===== src/rtl/core/pes_pkg.sv =====
// Shared types, codes and constants of the periodic event scheduler.
package pes_pkg;

    // Default number of event slots
    localparam int SLOTS_DEF = 8;

    // Most results that one input item may give
    localparam int MAX_RESULTS = 8;

    // Field widths
    localparam int MODE_W   = 2;
    localparam int HANDLE_W = 16;
    localparam int TIME_W   = 32;
    localparam int KIND_W   = 2;
    localparam int SLOTID_W = 3;

    // Repeat count that never runs out
    localparam logic [TIME_W-1:0] FOREVER = '1;

    // Input item modes
    localparam logic [MODE_W-1:0] MODE_TICK   = 2'd0;
    localparam logic [MODE_W-1:0] MODE_ADD    = 2'd1;
    localparam logic [MODE_W-1:0] MODE_REMOVE = 2'd2;

    // Result kinds
    localparam logic [KIND_W-1:0] KIND_ADD    = 2'd0;
    localparam logic [KIND_W-1:0] KIND_REMOVE = 2'd1;
    localparam logic [KIND_W-1:0] KIND_FIRE   = 2'd2;

    // One input item
    typedef struct packed {
        logic [MODE_W-1:0]          mode;
        logic [HANDLE_W-1:0]        handle;
        logic [TIME_W-1:0]          period;
        logic signed [TIME_W-1:0]   repeat_count;
    } t_item;

    // One result item
    typedef struct packed {
        logic [KIND_W-1:0]   kind;
        logic                ok;
        logic [SLOTID_W-1:0] slot;
        logic [HANDLE_W-1:0] fired_handle;
        logic                last;
    } t_result;

    // One slot entry as held in the slot memory
    typedef struct packed {
        logic [HANDLE_W-1:0] handle;
        logic [TIME_W-1:0]   period;
        logic [TIME_W-1:0]   deadline;
        logic [TIME_W-1:0]   remaining;
    } t_entry;

endpackage


===== src/rtl/core/periodic_event_scheduler.sv =====
// Top level of the periodic event scheduler: slot memory, sequencer and output register.
//
//  channel   direction  transfer carries
//  s_axis    in         tick / add / remove item (mode in tuser)
//  m_axis    out        add answer, remove answer or fire (kind in tuser, tlast on final)
//
// An add or remove with a valid handle and a firing tick make the sequencer walk the slot
// memory one slot per cycle while the output does not stall it, then hand over the final
// result. A tick that fires nothing and a rejected add or remove skip the walk.
// Reset (i_rst_n low at a clock edge) frees every slot at once. A stalled output holds the
// walk only when a second result is ready while the first still waits.
module periodic_event_scheduler #(
    parameter int SLOTS = pes_pkg::SLOTS_DEF
) (
    input  logic        i_clk,
    input  logic        i_rst_n,
    // input items
    input  logic        i_s_axis_tvalid,
    output logic        o_s_axis_tready,
    input  logic [79:0] i_s_axis_tdata,   // handle[15:0], period[47:16], repeat_count[79:48]
    input  logic [1:0]  i_s_axis_tuser,   // mode[1:0]
    // result items
    output logic        o_m_axis_tvalid,
    input  logic        i_m_axis_tready,
    output logic [23:0] o_m_axis_tdata,   // ok[0], slot[3:1], fired_handle[19:4], zero[23:20]
    output logic [1:0]  o_m_axis_tuser,   // kind[1:0]
    output logic        o_m_axis_tlast    // last
);

    localparam int SLOT_W = (SLOTS > 1) ? $clog2(SLOTS) : 1;

    pes_pkg::t_item   item;
    pes_pkg::t_entry  rd_data;
    pes_pkg::t_entry  wr_data;
    pes_pkg::t_result push_data;
    pes_pkg::t_result out_data;
    logic              rd_en;
    logic              wr_en;
    logic [SLOT_W-1:0] rd_addr;
    logic [SLOT_W-1:0] wr_addr;
    logic              push;
    logic              push_ready;

    // Unpack the input transfer
    assign item.mode         = i_s_axis_tuser;
    assign item.handle       = i_s_axis_tdata[15:0];
    assign item.period       = i_s_axis_tdata[47:16];
    assign item.repeat_count = i_s_axis_tdata[79:48];

    pes_ctrl #(
        .SLOTS (SLOTS)
    ) u_ctrl (
        .i_clk        (i_clk),
        .i_rst_n      (i_rst_n),
        .i_in_valid   (i_s_axis_tvalid),
        .o_in_ready   (o_s_axis_tready),
        .i_item       (item),
        .o_rd_en      (rd_en),
        .o_rd_addr    (rd_addr),
        .i_rd_data    (rd_data),
        .o_wr_en      (wr_en),
        .o_wr_addr    (wr_addr),
        .o_wr_data    (wr_data),
        .o_push       (push),
        .o_push_data  (push_data),
        .i_push_ready (push_ready)
    );

    pes_slot_mem #(
        .SLOTS (SLOTS)
    ) u_slot_mem (
        .i_clk     (i_clk),
        .i_rd_en   (rd_en),
        .i_rd_addr (rd_addr),
        .o_rd_data (rd_data),
        .i_wr_en   (wr_en),
        .i_wr_addr (wr_addr),
        .i_wr_data (wr_data)
    );

    pes_out_reg u_out_reg (
        .i_clk        (i_clk),
        .i_rst_n      (i_rst_n),
        .i_push       (push),
        .i_push_data  (push_data),
        .o_push_ready (push_ready),
        .o_valid      (o_m_axis_tvalid),
        .o_data       (out_data),
        .i_ready      (i_m_axis_tready)
    );

    // Pack the output transfer
    assign o_m_axis_tdata = {4'd0, out_data.fired_handle, out_data.slot, out_data.ok};
    assign o_m_axis_tuser = out_data.kind;
    assign o_m_axis_tlast = out_data.last;

endmodule


===== src/rtl/core/pes_slot_mem.sv =====
// Slot table memory: one write port, one registered read port.
module pes_slot_mem #(
    parameter int SLOTS = pes_pkg::SLOTS_DEF
) (
    input  logic                                          i_clk,
    input  logic                                          i_rd_en,
    input  logic [((SLOTS > 1) ? $clog2(SLOTS) : 1)-1:0]  i_rd_addr,
    output pes_pkg::t_entry                               o_rd_data,
    input  logic                                          i_wr_en,
    input  logic [((SLOTS > 1) ? $clog2(SLOTS) : 1)-1:0]  i_wr_addr,
    input  pes_pkg::t_entry                               i_wr_data
);

    pes_pkg::t_entry r_mem [SLOTS];
    pes_pkg::t_entry r_rd_data;

    // Write port
    always_ff @(posedge i_clk) begin
        if (i_wr_en) begin
            r_mem[i_wr_addr] <= i_wr_data;
        end
    end

    // Read port, registered; data holds while no read is issued
    always_ff @(posedge i_clk) begin
        if (i_rd_en) begin
            r_rd_data <= r_mem[i_rd_addr];
        end
    end

    assign o_rd_data = r_rd_data;

endmodule


===== src/rtl/core/pes_out_reg.sv =====
// Output register stage for result transfers.
module pes_out_reg (
    input  logic             i_clk,
    input  logic             i_rst_n,
    input  logic             i_push,
    input  pes_pkg::t_result i_push_data,
    output logic             o_push_ready,
    output logic             o_valid,
    output pes_pkg::t_result o_data,
    input  logic             i_ready
);

    logic             r_valid;
    logic             n_valid;
    pes_pkg::t_result r_data;

    // Free when empty or when the held result leaves this cycle
    assign o_push_ready = !r_valid || i_ready;

    always_comb begin
        n_valid = r_valid;
        if (i_push) begin
            n_valid = 1'b1;
        end else if (i_ready) begin
            n_valid = 1'b0;
        end
    end

    always_ff @(posedge i_clk) begin
        if (!i_rst_n) begin
            r_valid <= 1'b0;
        end else begin
            r_valid <= n_valid;
        end
    end

    // Payload
    always_ff @(posedge i_clk) begin
        if (i_push) begin
            r_data <= i_push_data;
        end
    end

    assign o_valid = r_valid;
    assign o_data  = r_data;

endmodule


===== src/rtl/core/pes_ctrl.sv =====
// Sequencer: walks the slot memory for add, remove and firing ticks, one slot a cycle unless the output stalls.
module pes_ctrl #(
    parameter int SLOTS = pes_pkg::SLOTS_DEF
) (
    input  logic                                          i_clk,
    input  logic                                          i_rst_n,
    // item input
    input  logic                                          i_in_valid,
    output logic                                          o_in_ready,
    input  pes_pkg::t_item                                i_item,
    // slot memory
    output logic                                          o_rd_en,
    output logic [((SLOTS > 1) ? $clog2(SLOTS) : 1)-1:0]  o_rd_addr,
    input  pes_pkg::t_entry                               i_rd_data,
    output logic                                          o_wr_en,
    output logic [((SLOTS > 1) ? $clog2(SLOTS) : 1)-1:0]  o_wr_addr,
    output pes_pkg::t_entry                               o_wr_data,
    // result output
    output logic                                          o_push,
    output pes_pkg::t_result                              o_push_data,
    input  logic                                          i_push_ready
);

    localparam int SLOT_W = (SLOTS > 1) ? $clog2(SLOTS) : 1;
    localparam logic [SLOT_W-1:0] LAST_IDX = SLOT_W'(SLOTS - 1);
    localparam int NRES_W = $clog2(pes_pkg::MAX_RESULTS + 1);
    localparam int TW = pes_pkg::TIME_W;

    // Sequencer states
    localparam logic [1:0] ST_IDLE  = 2'd0;
    localparam logic [1:0] ST_WALK  = 2'd1;
    localparam logic [1:0] ST_FLUSH = 2'd2;

    logic [1:0]                     r_state, n_state;
    logic [pes_pkg::MODE_W-1:0]     r_mode, n_mode;
    logic [pes_pkg::HANDLE_W-1:0]   r_h, n_h;
    logic [TW-1:0]                  r_per, n_per;
    logic [TW-1:0]                  r_cnt, n_cnt;
    logic [TW-1:0]                  r_sub, n_sub;
    logic [TW-1:0]                  r_earliest, n_earliest;
    logic [TW-1:0]                  r_elapsed, n_elapsed;
    logic [SLOTS-1:0]               r_used, n_used;
    logic [SLOT_W-1:0]              r_idx, n_idx;
    logic [SLOT_W-1:0]              r_tgt_idx, n_tgt_idx;
    logic                           r_tgt_ok, n_tgt_ok;
    logic                           r_found, n_found;
    logic [SLOT_W-1:0]              r_found_idx, n_found_idx;
    logic                           r_any, n_any;
    logic [TW-1:0]                  r_min, n_min;
    logic [NRES_W-1:0]              r_nres, n_nres;
    pes_pkg::t_result               r_pend, n_pend;
    logic                           r_pend_v, n_pend_v;

    // First free slot
    logic [SLOT_W-1:0] free_idx;
    logic              free_ok;

    always_comb begin
        free_idx = '0;
        free_ok  = 1'b0;
        for (int i = SLOTS - 1; i >= 0; i--) begin
            if (!r_used[i]) begin
                free_idx = SLOT_W'(i);
                free_ok  = 1'b1;
            end
        end
    end

    // Per-slot evaluation of the entry read for r_idx
    logic          used_i;
    logic [TW-1:0] dl_rebased;
    logic          fire;
    logic          emit;
    logic          forever_i;
    logic          frees;
    logic [TW-1:0] new_dl;
    logic [TW-1:0] new_rem;
    logic          match;
    logic          cand;
    logic [TW-1:0] cand_val;
    logic          stall;
    logic          advance;
    logic          last_slot;
    logic [TW-1:0] elapsed_inc;
    logic [TW-1:0] earliest_rebased;

    always_comb begin
        used_i     = r_used[r_idx];
        dl_rebased = i_rd_data.deadline - r_sub;
        fire       = (r_mode == pes_pkg::MODE_TICK) && used_i && (dl_rebased == '0);
        emit       = fire && (r_nres < NRES_W'(pes_pkg::MAX_RESULTS));
        forever_i  = (i_rd_data.remaining == pes_pkg::FOREVER);
        frees      = fire && !forever_i && (i_rd_data.remaining <= TW'(1));
        new_dl     = fire ? i_rd_data.period : dl_rebased;
        new_rem    = (fire && !forever_i && !frees) ? (i_rd_data.remaining - TW'(1))
                                                    : i_rd_data.remaining;
        match      = (r_mode == pes_pkg::MODE_REMOVE) && used_i
                     && (i_rd_data.handle == r_h) && !r_found;
        // Survivors that count towards the new earliest deadline
        if (r_mode == pes_pkg::MODE_REMOVE) begin
            cand     = used_i && !match;
            cand_val = i_rd_data.deadline;
        end else begin
            cand     = used_i && !frees;
            cand_val = new_dl;
        end
        stall     = (r_state == ST_WALK) && emit && r_pend_v && !i_push_ready;
        advance   = (r_state == ST_WALK) && !stall;
        last_slot = (r_idx == LAST_IDX);
        elapsed_inc      = r_elapsed + TW'(1);
        earliest_rebased = r_earliest - r_elapsed;
    end

    assign o_in_ready = (r_state == ST_IDLE);

    // Memory reads: slot 0 on acceptance, then the next slot on each step
    assign o_rd_en   = ((r_state == ST_IDLE) && i_in_valid) || (advance && !last_slot);
    assign o_rd_addr = (r_state == ST_IDLE) ? '0 : (r_idx + SLOT_W'(1));

    // Memory write-back of the slot under work
    always_comb begin
        o_wr_en   = 1'b0;
        o_wr_addr = r_idx;
        o_wr_data = i_rd_data;
        if (r_mode == pes_pkg::MODE_ADD) begin
            if (used_i) begin
                o_wr_en            = advance;
                o_wr_data.deadline = dl_rebased;
            end else if (r_tgt_ok && (r_idx == r_tgt_idx)) begin
                o_wr_en             = advance;
                o_wr_data.handle    = r_h;
                o_wr_data.period    = r_per;
                o_wr_data.deadline  = r_per;
                o_wr_data.remaining = r_cnt;
            end
        end else if (r_mode == pes_pkg::MODE_TICK) begin
            o_wr_en             = advance && used_i && !frees;
            o_wr_data.deadline  = new_dl;
            o_wr_data.remaining = new_rem;
        end
    end

    // Result pushes into the output register
    always_comb begin
        o_push      = 1'b0;
        o_push_data = r_pend;
        if (r_state == ST_WALK) begin
            o_push = advance && emit && r_pend_v;
        end else if (r_state == ST_FLUSH) begin
            o_push           = r_pend_v && i_push_ready;
            o_push_data.last = 1'b1;
        end
    end

    // Next state
    always_comb begin
        n_state     = r_state;
        n_mode      = r_mode;
        n_h         = r_h;
        n_per       = r_per;
        n_cnt       = r_cnt;
        n_sub       = r_sub;
        n_earliest  = r_earliest;
        n_elapsed   = r_elapsed;
        n_used      = r_used;
        n_idx       = r_idx;
        n_tgt_idx   = r_tgt_idx;
        n_tgt_ok    = r_tgt_ok;
        n_found     = r_found;
        n_found_idx = r_found_idx;
        n_any       = r_any;
        n_min       = r_min;
        n_nres      = r_nres;
        n_pend      = r_pend;
        n_pend_v    = r_pend_v;

        case (r_state)
            ST_IDLE: begin
                if (i_in_valid) begin
                    n_mode  = i_item.mode;
                    n_h     = i_item.handle;
                    n_per   = i_item.period;
                    n_cnt   = i_item.repeat_count;
                    n_idx   = '0;
                    n_found = 1'b0;
                    n_any   = 1'b0;
                    n_min   = '0;
                    n_nres  = '0;
                    n_pend.kind         = pes_pkg::KIND_ADD;
                    n_pend.ok           = 1'b0;
                    n_pend.slot         = '0;
                    n_pend.fired_handle = i_item.handle;
                    n_pend.last         = 1'b0;
                    case (i_item.mode)
                        pes_pkg::MODE_ADD: begin
                            n_pend_v = 1'b1;
                            if ((i_item.handle == '0) || (i_item.period == '0)) begin
                                n_state = ST_FLUSH;
                            end else begin
                                // Rebase now; the walk shifts the stored deadlines
                                n_sub     = r_elapsed;
                                n_elapsed = '0;
                                n_tgt_idx = free_idx;
                                n_tgt_ok  = free_ok;
                                n_earliest = earliest_rebased;
                                if (free_ok && ((earliest_rebased > i_item.period)
                                                || (earliest_rebased == '0))) begin
                                    n_earliest = i_item.period;
                                end
                                n_pend.ok   = free_ok;
                                n_pend.slot = free_ok ? pes_pkg::SLOTID_W'(free_idx) : '0;
                                n_state     = ST_WALK;
                            end
                        end
                        pes_pkg::MODE_REMOVE: begin
                            n_pend_v = 1'b1;
                            n_pend.kind = pes_pkg::KIND_REMOVE;
                            n_state = (i_item.handle == '0) ? ST_FLUSH : ST_WALK;
                        end
                        pes_pkg::MODE_TICK: begin
                            if (r_earliest != '0) begin
                                if (elapsed_inc < r_earliest) begin
                                    n_elapsed = elapsed_inc;
                                end else begin
                                    n_sub     = elapsed_inc;
                                    n_elapsed = '0;
                                    n_state   = ST_WALK;
                                end
                            end
                        end
                        default: begin
                            n_state = ST_IDLE;
                        end
                    endcase
                end
            end

            ST_WALK: begin
                if (advance) begin
                    // Used bitmap
                    if ((r_mode == pes_pkg::MODE_ADD) && !used_i && r_tgt_ok
                        && (r_idx == r_tgt_idx)) begin
                        n_used[r_idx] = 1'b1;
                    end
                    if (match || frees) begin
                        n_used[r_idx] = 1'b0;
                    end
                    if (match) begin
                        n_found     = 1'b1;
                        n_found_idx = r_idx;
                    end
                    // Running minimum over the surviving slots
                    if (cand) begin
                        n_any = 1'b1;
                        if (!r_any || (cand_val < r_min)) begin
                            n_min = cand_val;
                        end
                    end
                    // Fire result: the held one moves on, the new one is held
                    if (emit) begin
                        n_pend.kind         = pes_pkg::KIND_FIRE;
                        n_pend.ok           = 1'b1;
                        n_pend.slot         = pes_pkg::SLOTID_W'(r_idx);
                        n_pend.fired_handle = i_rd_data.handle;
                        n_pend.last         = 1'b0;
                        n_pend_v            = 1'b1;
                        n_nres              = r_nres + NRES_W'(1);
                    end
                    if (last_slot) begin
                        n_state = ST_FLUSH;
                        if (r_mode != pes_pkg::MODE_ADD) begin
                            n_earliest = n_any ? n_min : '0;
                        end
                        if (r_mode == pes_pkg::MODE_REMOVE) begin
                            n_pend.ok   = n_found;
                            n_pend.slot = n_found ? pes_pkg::SLOTID_W'(n_found_idx) : '0;
                        end
                    end else begin
                        n_idx = r_idx + SLOT_W'(1);
                    end
                end
            end

            ST_FLUSH: begin
                if (!r_pend_v || i_push_ready) begin
                    n_pend_v = 1'b0;
                    n_state  = ST_IDLE;
                end
            end

            default: begin
                n_state = ST_IDLE;
            end
        endcase
    end

    // Control state
    always_ff @(posedge i_clk) begin
        if (!i_rst_n) begin
            r_state    <= ST_IDLE;
            r_earliest <= '0;
            r_elapsed  <= '0;
            r_used     <= '0;
            r_pend_v   <= 1'b0;
        end else begin
            r_state    <= n_state;
            r_earliest <= n_earliest;
            r_elapsed  <= n_elapsed;
            r_used     <= n_used;
            r_pend_v   <= n_pend_v;
        end
    end

    // Working registers of the current item
    always_ff @(posedge i_clk) begin
        r_mode      <= n_mode;
        r_h         <= n_h;
        r_per       <= n_per;
        r_cnt       <= n_cnt;
        r_sub       <= n_sub;
        r_idx       <= n_idx;
        r_tgt_idx   <= n_tgt_idx;
        r_tgt_ok    <= n_tgt_ok;
        r_found     <= n_found;
        r_found_idx <= n_found_idx;
        r_any       <= n_any;
        r_min       <= n_min;
        r_nres      <= n_nres;
        r_pend      <= n_pend;
    end

endmodule


===== config.mk =====
export PLATFORM = sky130hd
export DESIGN_NAME = periodic_event_scheduler
export DESIGN_NICKNAME = d
export VERILOG_FILES = /design/src/rtl/core/pes_pkg.sv /design/src/rtl/core/periodic_event_scheduler.sv /design/src/rtl/core/pes_slot_mem.sv /design/src/rtl/core/pes_out_reg.sv /design/src/rtl/core/pes_ctrl.sv
export SDC_FILE = /design/constraint.sdc
export NUM_CORES = 2
export LEC_CHECK = 0
export BUFFER_PORTS_ARGS = -buffer_cell sky130_fd_sc_hd__buf_2
export CAP_MARGIN = 30
export CORE_MARGIN = 2
export CORE_UTILIZATION = 57
export DETAILED_ROUTE_END_ITERATION = 7
export MAX_ROUTING_LAYER = met4
export PLACE_DENSITY = 0.76
export SETUP_SLACK_MARGIN = 0.1
export SYNTH_ARGS = -nofsm -noshare
export SYNTH_HDL_FRONTEND = slang
export SYNTH_HIERARCHICAL = 1
export SYNTH_SLANG_ARGS = --single-unit

===== constraint.sdc =====
create_clock -name i_clk -period 12.7 [get_ports i_clk]
set_input_delay 1.27 -clock i_clk [delete_from_list [all_inputs] [get_ports i_clk]]
set_output_delay 1.27 -clock i_clk [all_outputs]
set_load 0.005 [all_outputs]

==> impl_metrics.ini <==
[status]
outcome = completed

[finish]
antenna_cells = 0
layout-drive-gt1-share = 0.183
area_growth_pct = 10.7
layout_common_cells = edfxtp_1, nand2_1, mux4_2
final_nets = 4598
final_area_um2 = 67300
layout_commonest_cell = edfxtp_1
postLayoutCoreUtil = 0.637

[timing]
maxSlewHeadroom = 0.291
slew_violations = 0
tns_ps = 0
clock.fmax_mhz = 117
skew_ps = 43.5
rsz0062_at_grt = no
worstMarginPinSlew_ps = 1060
hold_viol_final = 0
final.min_clock_period_ps = 8530
min_period_over_period = 0.671
setup_viol = 0

[drt]
drtIter0Drc = 5217
drt_first_pass_iters = 6
wl_per_cell_um = 27.4
drc = 0
vias = 38800
final_antenna_net_count = 0
viasPerCell = 6.64
wl_um = 160000

[yosys]
async_reset_ff_frac = 0
synth-simple-area-share = 0.0820
netlist_area_um2 = 60700
synth_edf_count = 1215
syn_inst = 4260
synthDistinctLibCells = 95
synth_top_family_by_area = multiplexers
ys_ff_latch = 1291
synth_fa_ha_area_frac = 0.0355
synth-xor-area-share = 0.0179
ys.flop_type = edfxtp_1
seq_area_frac_synth = 0.626
avgSynthCellArea_um2 = 14.3
synth_compound_area_frac = 0.0875
yosys_warnings = 6
synthMuxAreaShare = 0.122

[clock_tree]
cts_resized = 0
tritoncts = done
clk_latency_ps = 780
post_cts_buffers = 0
cts_buffer_depth = 3
holdBufCountCts = 0
cts-root-buf = clkbuf_16
htreeDepth = 4
cts.clk_slew.worst_paths_ps = 60
numCtsBuffers = 132
clock_sinks = 1291

[pwr]
vdd_drop_max_mv = 0.365
power.leakage_uw = 0.0230
powerDensity_nw_per_um2 = 266

[worst_setup_path]
worst-endpoint-arrival_ps = 9190
crit_fanout = 37
worstPathRequired_ps = 13360
critPathLaunchType = flop
crit_family = compound AO/OA/AOI/OAI gates
criticalPathCategory = reg2reg
timing.critical_path.to_type = flop
cp_slowest_cell = nor2_2
crit_buf_inv = 3
max_stage_delay_ps = 830

[flow_run]
maxCapViolCount = 0

[place]
dp_hpwl_um = 97600
port_buffers = 110
gp_congestion = 0.980
place_area_um2 = 62700

[floorplanning]
dieArea_um2 = 109000
coreArea_um2 = 106000
num_rows = 119
fp.dieW_um = 330
ios = 115
start_util = 0.575
fp.dieH_um = 330

[grt]
use_met2 = 0.455
grt_max_degree = 140
grtUsageMet3 = 0.0550
grt_usage = 0.303
use_met1 = 0.433
grt_pass1_vias = 37600
grt_busiest_layer = met2
grt_remaining_overflow = 0
grt_pass1_wl_um = 239000
antenna_found_initial = 1

[hold_path]
hp-class = reg2reg
[Yosys cell counts, types with 10 or more instances]
| library cell | count | area (µm²) |
|---|---|---|
| or4_1 | 13 | 97.6 |
| nor2b_1 | 19 | 119 |
| o211ai_1 | 36 | 270 |
| xor2_1 | 40 | 350 |
| or3_1 | 22 | 138 |
| a221o_1 | 15 | 150 |
| o31ai_1 | 13 | 97.6 |
| and3_1 | 35 | 219 |
| buf_2 | 38 | 190 |
| o221a_2 | 13 | 146 |
| o21ai_0 | 181 | 906 |
| a32o_1 | 10 | 100 |
| mux4_2 | 226 | 5090 |
| a31oi_1 | 23 | 144 |
| a22o_1 | 29 | 254 |
| nand2b_1 | 28 | 175 |
| o21a_1 | 33 | 248 |
| or2_2 | 10 | 62.6 |
| mux2i_1 | 43 | 430 |
| a21oi_1 | 212 | 1060 |
| edfxtp_1 | 1215 | 36500 |
| a21o_1 | 52 | 390 |
| and2_1 | 27 | 169 |
| nand4_1 | 55 | 344 |
| a221oi_1 | 22 | 193 |
| nand3_1 | 77 | 385 |
| a2bb2oi_1 | 10 | 87.6 |
| inv_1 | 187 | 702 |
| nor4_1 | 52 | 325 |
| ha_1 | 169 | 2110 |
| mux2_2 | 96 | 1080 |
| a211oi_1 | 41 | 308 |
| o22ai_1 | 10 | 62.6 |
| nand2_1 | 401 | 1510 |
| mux2_4 | 52 | 781 |
| clkbuf_1 | 147 | 552 |
| a22oi_1 | 10 | 75.1 |
| a21boi_0 | 11 | 82.6 |
| dfxtp_1 | 76 | 1520 |
| nor3_1 | 54 | 270 |
| xnor2_1 | 84 | 736 |
| buf_6 | 12 | 135 |
| o21bai_1 | 11 | 82.6 |
| buf_1 | 12 | 45.0 |
| nor2_1 | 204 | 766 |
[worst paths after layout]
path / startpoint / to / slack (ps) / cells past startpoint
worst min-delay path: u_ctrl/o_push_data[7] / u_out_reg/o_data[7] / 410 / 0
worst max-delay path: u_slot_mem/o_rd_data[32] / u_ctrl/r_earliest[26] / 4170 / 28
worst max register to register: u_slot_mem/o_rd_data[32] / u_ctrl/r_earliest[26] / 4170 / 28
worst min register to register: u_ctrl/o_push_data[7] / u_out_reg/o_data[7] / 410 / 0
[per-layer routing]
| layer | wire [µm] | vias to the layer above | part of all wire |
|---|---|---|---|
| li1 | - | 16700 | - |
| met1 | 65900 | 19500 | 0.41 |
| met2 | 74200 | 2294 | 0.46 |
| met3 | 16500 | 250 | 0.10 |
| met4 | 3620 | 0 | 0.023 |
| met5 | 0 | - | 0 |
[final cells by class]
class / count / area [µm²]
clock inverter: 90 / 1070
clock buffer: 154 / 3430
multi-input combinational: 2561 / 21100
tap: 1391 / 1740
sequential: 1291 / 38000
inverter: 188 / 708
timing repair buffer: 167 / 1210
fill: 7345 / 38300
[per-stage QoR]
stage	hold slack (ps)	setup WS, ps	cells	power [µW]
after global placement	401	4560	5591	13600
final	406	4170	5842	17900
after floorplan	400	630	4263	11400
after global routing	416	3610	5842	18800
after detailed placement	405	4380	5596	13800
after CTS	402	4310	5840	17800
[registers in the layout, summed over array words and instances, names as in the netlist, 4 cells and up]
register,count
u_slot_mem/r_mem,896
u_slot_mem/o_rd_data,112
u_ctrl/r_cnt,32
u_ctrl/r_earliest,32
u_ctrl/r_elapsed,32
u_ctrl/r_min,32
u_ctrl/r_per,32
u_ctrl/r_sub,32
u_out_reg/o_data,23
u_ctrl/o_push_data,22
u_ctrl/r_h,16
u_ctrl/r_used,8
u_ctrl/r_nres,4
[power by group]
| group | leakage [µW] | internal [µW] | switching [µW] |
|---|---|---|---|
| clock network | 0.00218 | 2270 | 1710 |
| logic | 0.00903 | 2950 | 4900 |
| registers | 0.0117 | 5640 | 463 |
[kinds of logic after synthesis]
kind of cell / Yosys count
adder cells (fa/ha/maj): 171
XOR/XNOR: 124
other: 1
flip-flops: 1291
buffers and inverters: 411
multiplexers: 417
AO/OA/AOI/OAI: 803
AND/OR/NAND/NOR: 1042
No activity file was read; power rests on OpenSTA's default activity.
